`src/sv/fqlg_pkg.sv`:
```
package fqlg_pkg;

    // Working width for rounding and clipping: holds every product with room to spare
    localparam int WW  = 66;
    localparam int VW  = 32;   // Q.F value width
    localparam int LW  = 17;   // level / zero-point width
    localparam int DW  = 18;   // level distance width
    localparam int QW  = 19;   // quantized level, only needed while in range

    typedef logic signed [WW-1:0] t_wide;
    typedef logic signed [VW-1:0] t_val;
    typedef logic signed [LW-1:0] t_lvl;
    typedef logic signed [DW-1:0] t_dist;
    typedef logic signed [QW-1:0] t_qlvl;

    localparam t_wide SAT_MAX = t_wide'(64'sd2147483647);
    localparam t_wide SAT_MIN = t_wide'(-64'sd2147483648);
    localparam t_lvl  LEVEL_MAX_RST = t_lvl'(255);
    localparam t_lvl  LEVEL_MIN_RST = t_lvl'(0);
    localparam t_lvl  ZERO_OFF_RST  = t_lvl'(0);

    typedef enum logic [2:0] {
        CFG_STEP_SCALE,
        CFG_STEP_INVERSE,
        CFG_ZERO_OFFSET,
        CFG_LEVEL_MIN,
        CFG_LEVEL_MAX,
        CFG_GRAD_GAIN
    } t_cfg_idx;

    typedef struct packed {
        logic [VW-1:0] step_scale;
        logic [VW-1:0] step_inverse;
        t_lvl          zero_offset;
        t_lvl          level_min;
        t_lvl          level_max;
        logic [VW-1:0] grad_gain;
    } t_cfg;

    typedef struct packed {
        t_val val;
        logic clip;
    } t_sat;

    // Hand-over between the front and back halves of the pipe
    typedef struct packed {
        t_val dy;
        t_val err;
        t_val w;
        t_val dzp;
        logic inr;
        logic f_in;
        logic f_out;
    } t_mid;

    typedef struct packed {
        logic saturated;
        t_val dzp;
        t_val dscale;
        t_val dx;
    } t_res;

    // Round away sh fraction bits, nearest with ties to even
    function automatic t_wide rne(input t_wide v, input int unsigned sh);
        t_wide fl;
        t_wide rem;
        t_wide half;
        t_wide res;
        fl   = v >>> sh;
        rem  = v - (fl <<< sh);
        half = t_wide'(1) <<< (sh - 1);
        res  = fl;
        if (rem > half || (rem == half && fl[0])) begin
            res = fl + t_wide'(1);
        end
        return res;
    endfunction

    // Clip to the signed 32-bit range, flag when clipped
    function automatic t_sat sat32(input t_wide v);
        t_sat s;
        s.clip = 1'b0;
        s.val  = v[VW-1:0];
        if (v > SAT_MAX) begin
            s.clip = 1'b1;
            s.val  = SAT_MAX[VW-1:0];
        end else if (v < SAT_MIN) begin
            s.clip = 1'b1;
            s.val  = SAT_MIN[VW-1:0];
        end
        return s;
    endfunction

endpackage

```
`src/sv/fqlg_skid.sv`:
```
module fqlg_skid (
    input  logic             i_clk,
    input  logic             i_rst_n,
    input  logic             i_push,
    input  fqlg_pkg::t_res   i_data,
    input  logic             i_ready,
    output logic             o_space,
    output logic             o_valid,
    output fqlg_pkg::t_res   o_data
);

    logic [1:0]       r_cnt;
    logic [1:0]       n_cnt;
    fqlg_pkg::t_res   r_slot0;
    fqlg_pkg::t_res   r_slot1;
    logic             n_pop;

    always_comb begin
        n_pop = (r_cnt != 2'd0) && i_ready;
        n_cnt = r_cnt + {1'b0, i_push} - {1'b0, n_pop};
    end

    always_ff @(posedge i_clk) begin
        if (!i_rst_n) begin
            r_cnt <= 2'd0;
        end else begin
            r_cnt <= n_cnt;
        end
    end

    // head in slot 0; shift the second word forward on a pop
    always_ff @(posedge i_clk) begin
        if (n_pop) begin
            r_slot0 <= (r_cnt == 2'd2) ? r_slot1 : i_data;
        end else if (i_push && r_cnt == 2'd0) begin
            r_slot0 <= i_data;
        end
        if (i_push && !n_pop && r_cnt == 2'd1) begin
            r_slot1 <= i_data;
        end
    end

    assign o_space = (r_cnt != 2'd2);
    assign o_valid = (r_cnt != 2'd0);
    assign o_data  = r_slot0;

endmodule

```
`config.mk`:
```
export PLATFORM = sky130hd
export DESIGN_NAME = fqlg_skid
export DESIGN_NICKNAME = d
export VERILOG_FILES = /design/src/sv/fqlg_pkg.sv /design/src/sv/fqlg_skid.sv
export SDC_FILE = /design/constraint.sdc
export NUM_CORES = 1
export LEC_CHECK = 0
export ABC_AREA = 1
export ABC_CLOCK_PERIOD_IN_PS = 14190
export CAP_MARGIN = 20
export CELL_PAD_IN_SITES_DETAIL_PLACEMENT = 1
export CELL_PAD_IN_SITES_GLOBAL_PLACEMENT = 2
export CORE_MARGIN = 1
export CORE_UTILIZATION = 44
export CTS_CLUSTER_SIZE = 25
export DETAILED_ROUTE_END_ITERATION = 8
export DONT_BUFFER_PORTS = 1
export PLACE_DENSITY = 0.89
export SKIP_CTS_REPAIR_TIMING = 1
export SYNTH_ARGS = -nofsm -noshare
export SYNTH_HDL_FRONTEND = slang
export SYNTH_SLANG_ARGS = --single-unit
```
`constraint.sdc`:
```
create_clock -name i_clk -period 14.19 [get_ports i_clk]
set_input_delay 0.7095 -clock i_clk [delete_from_list [all_inputs] [get_ports i_clk]]
set_output_delay 0.7095 -clock i_clk [all_outputs]
set_load 0.005 [all_outputs]
```
==> key figures <==
Detailed routing
  – WL per Instance: 19.5 um
  – Number of nets still failing antenna checks after routing: 0
  – Final wirelength: 14800 um
  – Ratio of routed vias to standard cells: 4.99
  – Total via count after detailed routing: 3779
  – Number of iterations in the first detailed-routing pass: 4
  – DRC violations left: 0
  – First-iteration detailed-routing DRC count: 230

Synthesis
  – Yosys warnings: 0
  – Count of mapped cells out of synthesis: 526
  – Total nets after synthesis: 628
  – Netlist Area Pre-Place: 0.00717 mm^2
  – Synthesized-area fraction occupied by adder cells: 0.00174
  – Share of the synthesized netlist area taken by xor and xnor gates: 0
  – Main combinational cell family by area after synthesis: simple AND/OR/NAND/NOR gates
  – Library cells used by synthesis: 15
  – Mux contribution to synthesized area: 0
  – Post-synthesis compound-gate area fraction: 0.00140
  – Synth Area in Simple Gates: 0.159
  – Mean instance size in the synthesized netlist: 13.6 um^2
  – Count of state elements after synthesis: 196
  – Proportion of synthesized chip area in sequential cells: 0.818

Placement
  – DP Area: 0.00738 mm^2
  – Placement Setup Slack: 10530 ps
  – DP Wirelength: 9420 um
  – Final weighted congestion in routability-driven placement: 0.703
  – Port buffer count: 0

Floorplanning
  – Chip width: 130 um
  – Floorplan die height: 130 um
  – Effective utilization at floorplan: 0.451
  – Number of top-level pins: 200
  – Core area: 0.0159 mm^2
  – Die outline area: 0.0168 mm^2
  – Placement row count: 46

STA
  – Shortest clock period the worst path allows after layout: 3290 ps
  – Transition time at the pin with the least slew margin: 1070 ps
  – Count of final max-slew check failures: 0
  – Final setup violation count: 0
  – Period Utilization, post-route: 0.232
  – Tightest slew margin relative to the limit: 0.284
  – Fin Setup TNS: 0 ps
  – Post-Route Hold Slack: 376 ps
  – Slack of the critical path: 10900 ps
  – Max Freq: 304 MHz
  – Final hold vios: 0
  – Clk_skew: 11.2 ps
  – RSZ-0062 raised after global routing: false

CTS
  – Clock sinks: 196
  – Clock edge transition at the registers on the reported setup and hold paths: 70 ps
  – Clock tree root driver cell: sky130_fd_sc_hd__clkbuf_16
  – Maximum level of the CTS H-tree: 4
  – Clock tree from TritonCTS: yes
  – Worst skew pair latency: 420 ps
  – Maximum buffer depth of the clock tree: 2
  – CTS Buf Count: 17

Setup path
  – Slack of the worst reg-to-reg path: 10900 ps
  – FF-to-FF path depth: 6
  – Startpoint types: register
  – Capture point of the worst reg-to-reg path: o_data[2]$_DFFE_PP_
  – Arr. time, crit path: 3460 ps
  – Type of destination of the critical path: register
  – Startpoint-to-endpoint class of the critical path: register to register
  – Reg2Reg Launch Point: r_cnt[1]$_SDFF_PN0_
  – Worst EP required: 14360 ps
  – Maximum net fanout on the critical path: 101

Min path
  – Tightest Hold Check Type: input port to register
  – Cell depth of the worst min-delay path: 0
  – Terminating pin of the worst hold path: r_slot1[10]$_DFFE_PP_
  – Hold path start: i_data[10]

Global routing
  – Number of global-route vias before repair: 3847
  – Pin count of the biggest net entering global routing: 102
  – Global-route wire length before repair: 22000 um
  – Remaining global-route overflow: 0
  – Global-route usage over all layers: 0.181
  – Number of antenna violations at the first check in global routing: 0

Layout
  – Register cell area after layout: 0.00587 mm^2
  – Multi-input gate area: 0.00119 mm^2
  – Synthesis-to-layout area growth: 11.7%
  – Number of fillers in the final layout: 1587
  – Antenna diode count: 0
  – Highest-count cells in the layout ignoring fill and taps: 296 x sky130_fd_sc_hd__nand2_1, 194 x sky130_fd_sc_hd__edfxtp_1, 17 x sky130_fd_sc_hd__clkbuf_16, 5 x sky130_fd_sc_hd__inv_6, 5 x sky130_fd_sc_hd__buf_4
  – Final standard cell area without fillers: 0.00801 mm^2
  – Number of nets in the final layout: 631
  – Most frequent standard cell in the layout excluding fill and tap cells: sky130_fd_sc_hd__nand2_1
  – Layout cell share with drive strength beyond 1: 0.0775

Job
  – Count of max-cap constraint violations: 0

Power and ir drop
  – Leakage power: 3.05 nW
  – Maximum resistive drop on vdd: 0.0728 mV
  – Power Dens Cells: 157 mW/mm^2

Status
  – Run status: completed
## logic make-up (layout without fill, tap and decap cells)
family          after synthesis  count (layout)
simple gates                302             302
fa+ha+maj                     1               1
flops                       196             196
buf+inv                      25              41
compound gates                2               2
## layer usage
layer  GRT usage  routed length (um)  vias to the layer above
li1            -                   -                     1779
met1       0.206                5600                     1830
met2       0.294                7570                      135
met3      0.0685                1080                       35
met4       0.101                 505                        0
met5           0                   0                        -
## power by group
part           switching [mW]  internal, mW
sequential             0.0202         0.685
combinational          0.0356        0.0111
clock                   0.209         0.298
total                   0.264         0.994
## per-stage QoR
stage / total power, mW / cells / util
2_1_floorplan: 0.754 / 526 / -
3_3_place_gp: 0.762 / 726 / 0.465
3_5_place_dp: 0.767 / 726 / 0.465
4_1_cts: 1.28 / 758 / 0.504
5_1_grt: 1.30 / 758 / 0.504
6_report: 1.26 / 758 / 0.504
## layout make-up
type                       instances  share of cell area
timing repair buffer               5             0.00469
clock buffer                      18              0.0536
sequential                       196               0.733
tap                              216              0.0337
multi-input combinational        305               0.149
clock inverter                    14              0.0244
inverter                           4             0.00203
## worst max-delay path: stages, from the launching register on
cell and delay, ps:
sky130_fd_sc_hd__dfxtp_1 390, sky130_fd_sc_hd__nand3_4 110, sky130_fd_sc_hd__buf_4 820, sky130_fd_sc_hd__clkinv_2 930, sky130_fd_sc_hd__buf_4 580, sky130_fd_sc_hd__nand2_1 130, sky130_fd_sc_hd__nand2_1 70
## worst max path at each step
stage / from / slack [ps] / to / cells after the start
floorplan: i_ready / 5950 / r_slot1[0]$_DFFE_PP_ / 2
global placement: i_ready / 10630 / o_data[69]$_DFFE_PP_ / 6
detailed placement: i_ready / 10530 / o_data[76]$_DFFE_PP_ / 6
CTS: r_cnt[1]$_SDFF_PN0_ / 10790 / o_data[2]$_DFFE_PP_ / 6
global route: r_cnt[1]$_SDFF_PN0_ / 10550 / o_data[89]$_DFFE_PP_ / 6
finish: r_cnt[1]$_SDFF_PN0_ / 10900 / o_data[2]$_DFFE_PP_ / 6
## registers in the layout, indices dropped and copies added (netlist names)
signal / cells
o_data: 97
r_cnt: 2
r_slot1: 97
## synth_stat cells
| cell type | count | share of area |
|---|---|---|
| sky130_fd_sc_hd__nand3_1 | 2 | 0.0014 |
| sky130_fd_sc_hd__o21ai_0 | 1 | 0.00070 |
| sky130_fd_sc_hd__buf_6 | 2 | 0.0031 |
| sky130_fd_sc_hd__nor3_1 | 1 | 0.00070 |
| sky130_fd_sc_hd__ha_1 | 1 | 0.0017 |
| sky130_fd_sc_hd__a21oi_1 | 1 | 0.00070 |
| sky130_fd_sc_hd__dfxtp_1 | 2 | 0.0056 |
| sky130_fd_sc_hd__buf_2 | 16 | 0.011 |
| sky130_fd_sc_hd__inv_1 | 3 | 0.0016 |
| sky130_fd_sc_hd__inv_2 | 1 | 0.00052 |
| sky130_fd_sc_hd__edfxtp_1 | 194 | 0.81 |
| sky130_fd_sc_hd__buf_4 | 3 | 0.0031 |
| sky130_fd_sc_hd__nor2_1 | 1 | 0.00052 |
| sky130_fd_sc_hd__nand2_1 | 296 | 0.15 |
| sky130_fd_sc_hd__or2_2 | 2 | 0.0017 |
Note: power is estimated with default switching activity, not from simulation.
